$ cat config.mk
export PLATFORM = sky130hd
export DESIGN_NAME = swp_fifo
export DESIGN_NICKNAME = d
export VERILOG_FILES = /design/src/design/swp_pkg.sv /design/src/design/swp_fifo.sv
export SDC_FILE = /design/constraint.sdc
export NUM_CORES = 1
export LEC_CHECK = 0
export BUFFER_PORTS_ARGS = -buffer_cell sky130_fd_sc_hd__buf_2
export CAP_MARGIN = 10
export CORE_ASPECT_RATIO = 1.75
export CORE_UTILIZATION = 33
export CTS_CLUSTER_DIAMETER = 150
export DETAILED_ROUTE_END_ITERATION = 8
export PLACE_DENSITY = 0.62
export SLEW_MARGIN = 5
export SYNTH_ARGS = -nofsm -noshare
export SYNTH_HDL_FRONTEND = slang
export SYNTH_SLANG_ARGS = --single-unit
$ cat constraint.sdc
create_clock -name clk -period 4.26 [get_ports clk]
set_clock_uncertainty 0.2 [all_clocks]
set_input_delay 0.639 -clock clk [delete_from_list [all_inputs] [get_ports clk]]
set_output_delay 0.639 -clock clk [all_outputs]
set_load 0.1 [all_outputs]
$ cat src/design/swp_pkg.sv
// Package with the types and constants of the swirl point warp block.
`default_nettype none

package swp_pkg;

    localparam int COORD_W     = 18;
    localparam int RADIUS_W    = 17;
    localparam int DELTA_W     = 19;
    localparam int D2_W        = 38;
    localparam int D2_KEEP_W   = 34;
    localparam int SQRT_IN_W   = 50;
    localparam int SQRT_STEPS  = 25;
    localparam int ROOT_W      = 25;
    localparam int DIV_STEPS   = 16;
    localparam int REM_W       = 33;
    localparam int RATIO_W     = 16;
    localparam int FALL_W      = 17;
    localparam int ANGLE_BITS  = 16;
    localparam int Z_W         = 17;
    localparam int SINE_W      = 31;
    localparam int TRIG_W      = 32;
    localparam int ROUND_W     = 22;
    localparam int TDATA_W     = 40;

    localparam int CFG_IDX_W   = 3;
    localparam int CFG_DATA_W  = 18;

    localparam logic [CFG_IDX_W-1:0] CFG_CENTER_X = 3'd0;
    localparam logic [CFG_IDX_W-1:0] CFG_CENTER_Y = 3'd1;
    localparam logic [CFG_IDX_W-1:0] CFG_RADIUS   = 3'd2;
    localparam logic [CFG_IDX_W-1:0] CFG_TWIST    = 3'd3;
    localparam logic [CFG_IDX_W-1:0] CFG_ENABLE   = 3'd4;

    localparam int FIFO_DEPTH  = 4;
    localparam int FIFO_PTR_W  = 2;
    localparam int FIFO_CNT_W  = 3;

    // Items the block can hold: three front stages, the queue, 54 back stages.
    localparam int MAX_IN_FLIGHT = 61;
    localparam int FLIGHT_W      = 7;

    localparam logic [SINE_W-1:0] HORNER_INIT = 31'd172272;
    localparam logic [SINE_W-1:0] HORNER_C [0:3] = '{
        31'd5026995, 31'd85569306, 31'd693598668, 31'd1686629713
    };
    localparam logic [SINE_W-1:0] ONE_Q30 = 31'h4000_0000;

    localparam logic signed [COORD_W:0] COORD_MAX = 19'sd131071;
    localparam logic signed [COORD_W:0] COORD_MIN = -19'sd131072;

    typedef struct packed {
        logic signed [COORD_W-1:0] center_x;
        logic signed [COORD_W-1:0] center_y;
        logic [RADIUS_W-1:0]       radius;
        logic                      twist_negative;
        logic                      enable;
    } swp_cfg_t;

    typedef struct packed {
        logic signed [COORD_W-1:0] px;
        logic signed [COORD_W-1:0] py;
        logic signed [DELTA_W-1:0] dx;
        logic signed [DELTA_W-1:0] dy;
        logic [D2_KEEP_W-1:0]      d2;
        logic                      in_zone;
        logic                      last;
    } swp_item_t;

    typedef struct packed {
        logic signed [COORD_W-1:0] px;
        logic signed [COORD_W-1:0] py;
        logic signed [DELTA_W-1:0] dx;
        logic signed [DELTA_W-1:0] dy;
        logic                      in_zone;
        logic                      last;
    } swp_meta_t;

    typedef struct packed {
        logic full;
        logic empty;
    } swp_fifo_stat_t;

endpackage

`default_nettype wire

$ cat src/design/swp_fifo.sv
// Short queue of classified points between the front and the back part.
`default_nettype none

module swp_fifo (
    input  logic                        clk,
    input  logic                        rst_n,
    input  logic                        push,
    input  swp_pkg::swp_item_t          push_item,
    input  logic                        pop,
    output swp_pkg::swp_item_t          pop_item,
    output swp_pkg::swp_fifo_stat_t     stat
);
    import swp_pkg::*;

    swp_item_t             mem_reg [0:FIFO_DEPTH-1];
    logic [FIFO_PTR_W-1:0] wr_ptr_reg, rd_ptr_reg;
    logic [FIFO_CNT_W-1:0] cnt_reg, cnt_next;

    assign stat.full  = (cnt_reg == FIFO_CNT_W'(FIFO_DEPTH));
    assign stat.empty = (cnt_reg == '0);
    assign pop_item   = mem_reg[rd_ptr_reg];

    always_comb
    begin
        cnt_next = cnt_reg;
        if (push && !pop)
            cnt_next = cnt_reg + 1'b1;
        else if (pop && !push)
            cnt_next = cnt_reg - 1'b1;
    end

    always_ff @(posedge clk or negedge rst_n)
    begin
        if (!rst_n)
        begin
            wr_ptr_reg <= '0;
            rd_ptr_reg <= '0;
            cnt_reg    <= '0;
        end
        else
        begin
            cnt_reg <= cnt_next;
            if (push)
                wr_ptr_reg <= wr_ptr_reg + 1'b1;
            if (pop)
                rd_ptr_reg <= rd_ptr_reg + 1'b1;
        end
    end

    always_ff @(posedge clk)
    begin
        if (push)
            mem_reg[wr_ptr_reg] <= push_item;
    end

endmodule

`default_nettype wire

==> results_dict.tcl <==
set metrics [dict create \
    fin_tns_setup_ns 0 \
    synth_top_cells_by_count "edfxtp_1 (440), mux4_2 (110), buf_2 (11)" \
    start_kind "flop" \
    cap_violations 0 \
    crit_path_end_kind "output pin" \
    wl_met3_um 1770 \
    drtAntennaViolNets 0 \
    die_w_um 169.9 \
    core_area_mm2 0.04873 \
    synth_top_flop_cell "edfxtp_1" \
    ys_ff_latch 447 \
    ys_types 20 \
    yosysTopAreaCell "edfxtp_1" \
    fin_util 0.4019 \
    slew_headroom 0.4992 \
    ios 226 \
    dieArea_mm2 0.05025 \
    synth_warnings 0 \
    critPathMaxFanout 23 \
    synth_nets 729 \
    grt_max_degree 67 \
    grt_pass1_vias 7742 \
    start_util 0.3340 \
    clockRootBuffer "clkbuf_16" \
    dp_hpwl_um 19740 \
    nNetsFinal 988 \
    hold_viol 0 \
    critPathRequiredTime_ns 3.42 \
    fillCellCount 4365 \
    worst_slew_pin_slew_ns 0.7512 \
    synthCells 609 \
    post_cts_buffers 0 \
    numCtsBuffers 41 \
    drt_iter0_drc 442 \
    antenna_found_initial 11 \
    status "completed" \
    crit_arrival_ns 2.70 \
    synthTopCellsByArea "edfxtp_1 (81%), mux4_2 (15%), dfrtp_1 (1.1%)" \
    portBuffers 225 \
    largest_register_ffs 440 \
    gp_congestion 0.7068 \
    yosysTopAreaCellShare 0.8118 \
    clk_latency_ns 0.54 \
    maxSlewViolCount 0 \
    post-synth-top-count-cell "edfxtp_1" \
    clkSinkCount 447 \
    clock_path_buffers 3 \
    std_cell_rows 107 \
    yosysSeqAreaShare 0.8226 \
    grt_pass1_wl_um 47310 \
    drc 0 \
    syn2layout_area_growth_pct 20.35 \
    crit_path_max_incr_delay_ns 0.76 \
    met1Wirelength_um 11640 \
    synth_area_mm2 0.01628 \
    grtUsageTotal 0.1282 \
    crit_type "flop to output pin" \
    post-route-period-util 0.8316 \
    syn_area_per_cell_um2 26.73 \
    setup_slack_ns 0.7175 \
    hold_class "primary input to flop" \
    crit_slowest_cell "dfrtp_4" \
    dr.pass1.iters 4 \
    max_freq_mhz 282.3 \
    viasPerCell 4.598 \
    preCtsSetupSlack_ns 1.197 \
    wl_met2_um 17570 \
    clk_pin_slew_worst_paths_ns 0.06 \
    synth_edf_count 440 \
    die_h_um 295.8 \
    vias 7187 \
    setup_viol 0 \
    drt-wirelength-per-cell_um 20.55 \
    highest_layer "met5" \
    wl_um 32110 \
    cts_htree_levels 2 \
    fin_crit_ns 3.543 \
    rsz0062_at_grt "false" \
    drive_gt1_frac 0.4661 \
    grt_overflow 0 \
    hold_depth 1 \
    cts_tree "built" \
    synthArstFlopShare 0.01566 \
    crit_chain "buf_4 > mux4_2 > buf_2" \
    worstRegToRegCells 3 \
]
==> layer usage <==
metal	vias up	GRT usage
met4	6	0.06592
met1	3787	0.1399
met5	-	0
met2	175	0.2300
met3	63	0.03016
li1	3156	-
==> cell families after synthesis <==
kind of cell	count (synthesis)	synth area share
multiplexers	111	0.1529
XOR/XNOR	6	0.003229
adder cells (fa/ha/maj)	6	0.005074
AO/OA/AOI/OAI	1	0.0003072
flip-flops	447	0.8226
buffers and inverters	29	0.01292
AND/OR/NAND/NOR	9	0.002998
==> critical path, delay by kind of cell, from the launching register on <==
kind | cells | cell delay [ns]
buffers and inverters | 2 | 0.81
flip-flops | 1 | 0.76
multiplexers | 1 | 0.57
==> through the flow <==
| step | hold slack (ns) | cell area, um^2 | std cells |
|---|---|---|---|
| 2_1_floorplan | 0.1434 | 16280 | 609 |
| 3_3_place_gp | 0.2768 | 18240 | 1478 |
| 3_5_place_dp | 0.2843 | 18240 | 1478 |
| 4_1_cts | 0.05544 | 19570 | 1555 |
| 5_1_grt | 0.07002 | 19590 | 1562 |
| 6_report | 0.09449 | 19590 | 1563 |
==> worst paths after layout <==
kind	startpoint	end	slack (ns)
worst max-delay path	rd_ptr_reg[0]$_DFFE_PN0P_	pop_item[44]	0.72
worst min-delay path	push_item[32]	mem_reg[1][32]$_DFFE_PP_	0.09
worst max register to register	wr_ptr_reg[0]$_DFFE_PN0P_	mem_reg[3][83]$_DFFE_PP_	2.26
worst min register to register	cnt_reg[2]$_DFFE_PN0P_	cnt_reg[2]$_DFFE_PN0P_	0.29
max in group asynchronous	rst_n	rd_ptr_reg[1]$_DFFE_PN0P_	3.42
min in group asynchronous	rst_n	rd_ptr_reg[0]$_DFFE_PN0P_	0.26
==> timing repair <==
action,in CTS,in global routing
resized for setup,0,0
hold endpoints to repair,7,0
hold buffers,1,0
==> placed cells by master, fill, tap and decap left out, types with 2 or more instances in the layout <==
| cell | instances |
|---|---|
| ha_1 | 5 |
| clkbuf_1 | 4 |
| buf_12 | 7 |
| and2_4 | 4 |
| inv_1 | 4 |
| dfrtp_1 | 5 |
| xnor2_1 | 2 |
| clkinv_8 | 2 |
| edfxtp_1 | 440 |
| clkinv_1 | 9 |
| bufinv_16 | 3 |
| clkinv_4 | 4 |
| dfrtp_4 | 2 |
| diode_2 | 8 |
| mux4_2 | 110 |
| clkbuf_16 | 41 |
| nand2_1 | 2 |
| xor2_1 | 4 |
| buf_4 | 8 |
| clkinv_2 | 8 |
| buf_2 | 225 |
| inv_6 | 4 |
==> layout make-up <==
type	count	area (um^2)	area share
clock buffers	45	1041	0.05315
multi-input cells	133	2688	0.1372
well taps	654	818.3	0.04178
flip-flops and latches	447	13400	0.6839
clock inverters	31	274.0	0.01399
diodes	8	20.02	0.001022
inverters	4	15.01	0.0007665
repair buffers	241	1336	0.06822
Power is not shown: default switching activity piles up to over one toggle a cycle in this logic, so the estimate is an artifact.
