**src/design/swp_pkg.sv**
```systemverilog
// Package with the types and constants of the swirl point warp block.
`default_nettype none

package swp_pkg;

    localparam int COORD_W     = 18;
    localparam int RADIUS_W    = 17;
    localparam int DELTA_W     = 19;
    localparam int D2_W        = 38;
    localparam int D2_KEEP_W   = 34;
    localparam int SQRT_IN_W   = 50;
    localparam int SQRT_STEPS  = 25;
    localparam int ROOT_W      = 25;
    localparam int DIV_STEPS   = 16;
    localparam int REM_W       = 33;
    localparam int RATIO_W     = 16;
    localparam int FALL_W      = 17;
    localparam int ANGLE_BITS  = 16;
    localparam int Z_W         = 17;
    localparam int SINE_W      = 31;
    localparam int TRIG_W      = 32;
    localparam int ROUND_W     = 22;
    localparam int TDATA_W     = 40;

    localparam int CFG_IDX_W   = 3;
    localparam int CFG_DATA_W  = 18;

    localparam logic [CFG_IDX_W-1:0] CFG_CENTER_X = 3'd0;
    localparam logic [CFG_IDX_W-1:0] CFG_CENTER_Y = 3'd1;
    localparam logic [CFG_IDX_W-1:0] CFG_RADIUS   = 3'd2;
    localparam logic [CFG_IDX_W-1:0] CFG_TWIST    = 3'd3;
    localparam logic [CFG_IDX_W-1:0] CFG_ENABLE   = 3'd4;

    localparam int FIFO_DEPTH  = 4;
    localparam int FIFO_PTR_W  = 2;
    localparam int FIFO_CNT_W  = 3;

    // Items the block can hold: three front stages, the queue, 54 back stages.
    localparam int MAX_IN_FLIGHT = 61;
    localparam int FLIGHT_W      = 7;

    localparam logic [SINE_W-1:0] HORNER_INIT = 31'd172272;
    localparam logic [SINE_W-1:0] HORNER_C [0:3] = '{
        31'd5026995, 31'd85569306, 31'd693598668, 31'd1686629713
    };
    localparam logic [SINE_W-1:0] ONE_Q30 = 31'h4000_0000;

    localparam logic signed [COORD_W:0] COORD_MAX = 19'sd131071;
    localparam logic signed [COORD_W:0] COORD_MIN = -19'sd131072;

    typedef struct packed {
        logic signed [COORD_W-1:0] center_x;
        logic signed [COORD_W-1:0] center_y;
        logic [RADIUS_W-1:0]       radius;
        logic                      twist_negative;
        logic                      enable;
    } swp_cfg_t;

    typedef struct packed {
        logic signed [COORD_W-1:0] px;
        logic signed [COORD_W-1:0] py;
        logic signed [DELTA_W-1:0] dx;
        logic signed [DELTA_W-1:0] dy;
        logic [D2_KEEP_W-1:0]      d2;
        logic                      in_zone;
        logic                      last;
    } swp_item_t;

    typedef struct packed {
        logic signed [COORD_W-1:0] px;
        logic signed [COORD_W-1:0] py;
        logic signed [DELTA_W-1:0] dx;
        logic signed [DELTA_W-1:0] dy;
        logic                      in_zone;
        logic                      last;
    } swp_meta_t;

    typedef struct packed {
        logic full;
        logic empty;
    } swp_fifo_stat_t;

endpackage

`default_nettype wire

```
**src/design/swp_front.sv**
```systemverilog
// Front part: takes points, forms the offset from the centre and classifies them.
`default_nettype none

module swp_front (
    input  logic                                    clk,
    input  logic                                    rst_n,
    input  swp_pkg::swp_cfg_t                       cfg,
    input  logic                                    in_valid,
    output logic                                    in_ready,
    input  logic signed [swp_pkg::COORD_W-1:0]      in_x,
    input  logic signed [swp_pkg::COORD_W-1:0]      in_y,
    input  logic                                    in_last,
    input  swp_pkg::swp_fifo_stat_t                 fifo_stat,
    output logic                                    push,
    output swp_pkg::swp_item_t                      push_item
);
    import swp_pkg::*;

    logic                      a_valid_reg;
    logic signed [COORD_W-1:0] a_px_reg, a_py_reg;
    logic signed [DELTA_W-1:0] a_dx_reg, a_dy_reg;
    logic                      a_last_reg;

    logic                      b_valid_reg;
    logic signed [COORD_W-1:0] b_px_reg, b_py_reg;
    logic signed [DELTA_W-1:0] b_dx_reg, b_dy_reg;
    logic                      b_last_reg;
    logic [D2_W-1:0]           b_sqx_reg, b_sqy_reg;
    logic [2*RADIUS_W-1:0]     b_r2_reg;

    logic                      c_valid_reg;
    swp_item_t                 c_item_reg;

    logic                      advance;
    logic signed [DELTA_W-1:0] dx_next, dy_next;
    logic signed [D2_W-1:0]    sqx_next, sqy_next;
    logic [2*RADIUS_W-1:0]     r2_next;
    logic [D2_W-1:0]           d2_sum;
    swp_item_t                 item_next;

    assign advance  = !c_valid_reg || !fifo_stat.full;
    assign in_ready = advance;
    assign push     = c_valid_reg && !fifo_stat.full;
    assign push_item = c_item_reg;

    always_comb
    begin
        dx_next  = {in_x[COORD_W-1], in_x} - {cfg.center_x[COORD_W-1], cfg.center_x};
        dy_next  = {in_y[COORD_W-1], in_y} - {cfg.center_y[COORD_W-1], cfg.center_y};
        sqx_next = a_dx_reg * a_dx_reg;
        sqy_next = a_dy_reg * a_dy_reg;
        r2_next  = cfg.radius * cfg.radius;
        d2_sum   = b_sqx_reg + b_sqy_reg;
        item_next.px     = b_px_reg;
        item_next.py     = b_py_reg;
        item_next.dx     = b_dx_reg;
        item_next.dy     = b_dy_reg;
        item_next.d2     = d2_sum[D2_KEEP_W-1:0];
        item_next.last   = b_last_reg;
        item_next.in_zone = cfg.enable && (cfg.radius != '0)
                            && (d2_sum < {{(D2_W-2*RADIUS_W){1'b0}}, b_r2_reg});
    end

    always_ff @(posedge clk or negedge rst_n)
    begin
        if (!rst_n)
        begin
            a_valid_reg <= 1'b0;
            b_valid_reg <= 1'b0;
            c_valid_reg <= 1'b0;
        end
        else if (advance)
        begin
            a_valid_reg <= in_valid;
            b_valid_reg <= a_valid_reg;
            c_valid_reg <= b_valid_reg;
        end
    end

    always_ff @(posedge clk)
    begin
        if (advance)
        begin
            a_px_reg   <= in_x;
            a_py_reg   <= in_y;
            a_dx_reg   <= dx_next;
            a_dy_reg   <= dy_next;
            a_last_reg <= in_last;
            b_px_reg   <= a_px_reg;
            b_py_reg   <= a_py_reg;
            b_dx_reg   <= a_dx_reg;
            b_dy_reg   <= a_dy_reg;
            b_last_reg <= a_last_reg;
            b_sqx_reg  <= sqx_next;
            b_sqy_reg  <= sqy_next;
            b_r2_reg   <= r2_next;
            c_item_reg <= item_next;
        end
    end

endmodule

`default_nettype wire

```
**config.mk**
```make
export PLATFORM = sky130hd
export DESIGN_NAME = swp_front
export DESIGN_NICKNAME = d
export VERILOG_FILES = /design/src/design/swp_pkg.sv /design/src/design/swp_front.sv
export SDC_FILE = /design/constraint.sdc
export NUM_CORES = 2
export LEC_CHECK = 0
export BUFFER_PORTS_ARGS = -buffer_cell sky130_fd_sc_hd__buf_4
export CAP_MARGIN = 20
export CELL_PAD_IN_SITES_DETAIL_PLACEMENT = 2
export CELL_PAD_IN_SITES_GLOBAL_PLACEMENT = 2
export CORE_ASPECT_RATIO = 1.5
export CORE_UTILIZATION = 40
export DETAILED_ROUTE_END_ITERATION = 10
export HOLD_SLACK_MARGIN = 0.03
export PLACE_DENSITY_LB_ADDON = 0.25
export SYNTH_ARGS = -nofsm -noshare
export SYNTH_HDL_FRONTEND = slang
export SYNTH_SLANG_ARGS = --single-unit
```
**constraint.sdc**
```tcl
create_clock -name clk -period 14.6 [get_ports clk]
set_input_delay 2.92 -clock clk [delete_from_list [all_inputs] [get_ports clk]]
set_output_delay 2.92 -clock clk [all_outputs]
set_load 0.1 [all_outputs]
```
==> impl_metrics.env <==
export IMPL_synth_largest_area_cell="fa_1"
export IMPL_core_sq_um=117000
export IMPL_place_inst=6115
export IMPL_final_util_pct=44.3
export IMPL_cts_tree="yes"
export IMPL_clockRootBuffer="clkbuf_16"
export IMPL_cp_common_cell="fa_1"
export IMPL_slowest_delay_ps=540
export IMPL_htree_levels=2
export IMPL_hold_path_class="reg -> reg"
export IMPL_grt_overflow_total=0
export IMPL_wl_met3_um=2980
export IMPL_required_ps=14960
export IMPL_setup_viol=0
export IMPL_totalWireLength_um=132000
export IMPL_rows=154
export IMPL_cts_buffer_depth=3
export IMPL_ys_ff_latch=368
export IMPL_vias=31000
export IMPL_post_cts_resized=0
export IMPL_crit_type="in -> reg"
export IMPL_synth_warnings=0
export IMPL_largest_reg_flops=110
export IMPL_met2_length_um=77700
export IMPL_met1Wirelength_um=45800
export IMPL_post_cts_buffers=0
export IMPL_port_buffers=206
export IMPL_avgSynthCellArea_sq_um=10.7
export IMPL_drt_pass1_iter_count=4
export IMPL_worst_clock_skew_ps=17.6
export IMPL_grt_start_max_net_pins=75
export IMPL_cap_viol_max_count=0
export IMPL_fin_tns_setup_ps=0
export IMPL_async_flop_share_pct=0.815
export IMPL_synth_cell_types=75
export IMPL_max_freq_mhz=109
export IMPL_synth_ff_type="edfxtp_1"
export IMPL_period_share_pct=62.7
export IMPL_drive_above_1_share_pct=7.40
export IMPL_crit_path_top_delay_cell="fa_1"
export IMPL_start_util_pct=40.3
export IMPL_crit_chain="buf_4, inv_1, nor2_1, inv_1, fa_1, fa_1, fa_1, inv_1, fa_1, inv_1, fa_1, inv_1, fa_1, ha_1, a211oi_1, o21bai_1, a21o_1, a21oi_1, o221ai_2, a221oi_4, o21ai_2, o41ai_2, o21ai_1, xnor2_1"
export IMPL_netlist_area_sq_um=47300
export IMPL_ff2ff_setup_slack_ps=6770
export IMPL_hold_violations=0
export IMPL_nets=6022
export IMPL_hold_buffers=0
export IMPL_grt_pass1_wl_um=209000
export IMPL_antenna_left=0
export IMPL_status="complete, no violations"
export IMPL_synth_nets=5828
export IMPL_synth_top_cell_area_share_pct=36.2
export IMPL_gp_congestion=0.836
export IMPL_crit_fanout=16
export IMPL_io_pins=209
export IMPL_hpwl_um=109000
export IMPL_syn_to_final_growth_pct=9.99
export IMPL_numCtsBuffers=41
export IMPL_wire_per_inst_um=21.3
export IMPL_cp_data_arrival_time_ps=9510
export IMPL_drc_errors=0
export IMPL_die_area_sq_um=120000
export IMPL_antenna_found_initial=0
export IMPL_crit_path_end_kind="flop"
export IMPL_clk_latency_ps=620
export IMPL_slew_violations=0
export IMPL_grt_pass1_vias=38000
export IMPL_dieHeight_um=423
export IMPL_cts_num_sinks=368
export IMPL_viasPerCell=5.02
export IMPL_slew_headroom_pct=25.5
export IMPL_seq_area_frac_synth_pct=23.4
export IMPL_highest_layer="met4"
export IMPL_synth_edf_count=365
export IMPL_tightest_slew_ps=1120
export IMPL_holdWs_ps=416
export IMPL_critPathLaunchType="input pin"
export IMPL_gr_usage_all_layers_pct=23.1
export IMPL_synth_area_top_cells="fa_1, edfxtp_1, ha_1, inv_1, nand2_1"
export IMPL_clkTransAtPathRegs_ps=60
export IMPL_fin_cells=6185
export IMPL_syn_inst=4404
export IMPL_rsz0062_at_grt="false"
export IMPL_drtIter0Drc=1040
export IMPL_die_width_um=283
export IMPL_period_minus_slack_ps=9150
==> per-layer routing <==
metal  vias up  GRT usage, %
met5         -             0
met4         0          8.69
met3       218          2.02
met2       442          46.9
met1     16400          23.5
li1      13900             -
==> per-stage QoR <==
step | setup slack, ps | instance area (sq um)
after floorplan | 426 | 47300
after global placement | 4790 | 50700
after detailed placement | 4760 | 50700
after CTS | 5410 | 52000
after global routing | 5150 | 52000
final | 5450 | 52000
==> cells in the final DEF, fill, tap and decap left out, types with 6 or more instances in the layout <==
master and instances:
o211ai_1 6, and3_1 11, and2_1 149, xnor2_1 147
buf_4 246, nand3_1 26, and4_1 7, clkbuf_16 42
nand4_1 12, xor2_1 47, nor2b_1 52, a31o_2 11
a21boi_0 10, a211oi_1 13, o21a_1 20, o21ai_0 72
or3_1 8, a21o_1 57, nor3_1 30, nand2_1 358
nor4_1 10, ha_1 472, inv_1 1147, a21oi_1 112
o31a_1 6, nand2b_1 24, o21bai_1 21, nor2_1 162
or2_2 12, edfxtp_1 365, fa_1 855, clkinv_1 9
clkbuf_1 6, a31oi_1 8
==> worst max-delay path, delay by kind of cell <==
family	cells	cell delay, ps
xor gates and xnor gates	1	140
adders and majority gates	7	3390
and+or+nand+nor	1	250
AOI/OAI and AO/OA	9	2060
buffers and inverters	6	720
==> cell usage after synthesis, drive strengths merged (4+ instances only) <==
cell type	instances
ha	472
a21boi	10
nand3	26
nand2b	24
a221oi	5
or2	12
a211o	4
o21ai	78
nor2b	52
a211oi	13
nand4	12
a21oi	113
a21o	57
a31oi	9
or3	8
o21a	20
o21bai	21
inv	1147
xor2	47
nand2	359
nor4	10
a41oi	4
fa	855
and3	11
edfxtp	365
clkbuf	94
xnor2	147
and2	150
a31o	11
o31a	6
and4	7
o211ai	6
nor3	31
nor2	162
mux2i	4
==> kinds of logic after synthesis <==
family	after synthesis	synth area share [%]
AO/OA/AOI/OAI	385	5.43
XOR/XNOR	194	3.60
adder cells (fa/ha/maj)	1327	48.7
buffers and inverters	1242	9.87
flip-flops	368	23.4
multiplexers	7	0.156
AND/OR/NAND/NOR	881	8.88
==> final timing paths <==
kind | start | to | cells past startpoint
max in group asynchronous | rst_n | a_valid_reg | 1
worst min-delay path | b_px_reg[17] | push_item[109] | 0
worst max-delay path | cfg[5] | b_r2_reg[33] | 24
worst max register to register | a_dx_reg[3] | b_sqx_reg[36] | 22
worst min register to register | b_px_reg[17] | push_item[109] | 0
min in group asynchronous | rst_n | c_valid_reg | 1
==> cell type report <==
type / instances / area, sq um
fill: 12200 / 65400
multi-input combinational: 2794 / 31600
sequential: 368 / 11000
inverter: 1147 / 4310
tap: 1560 / 1950
timing repair buffer: 246 / 1850
clock buffer: 48 / 1070
clock inverter: 21 / 195
antenna: 1 / 2.50
Power is not shown: default switching activity piles up to over one toggle a cycle in this logic, so the estimate is an artifact.
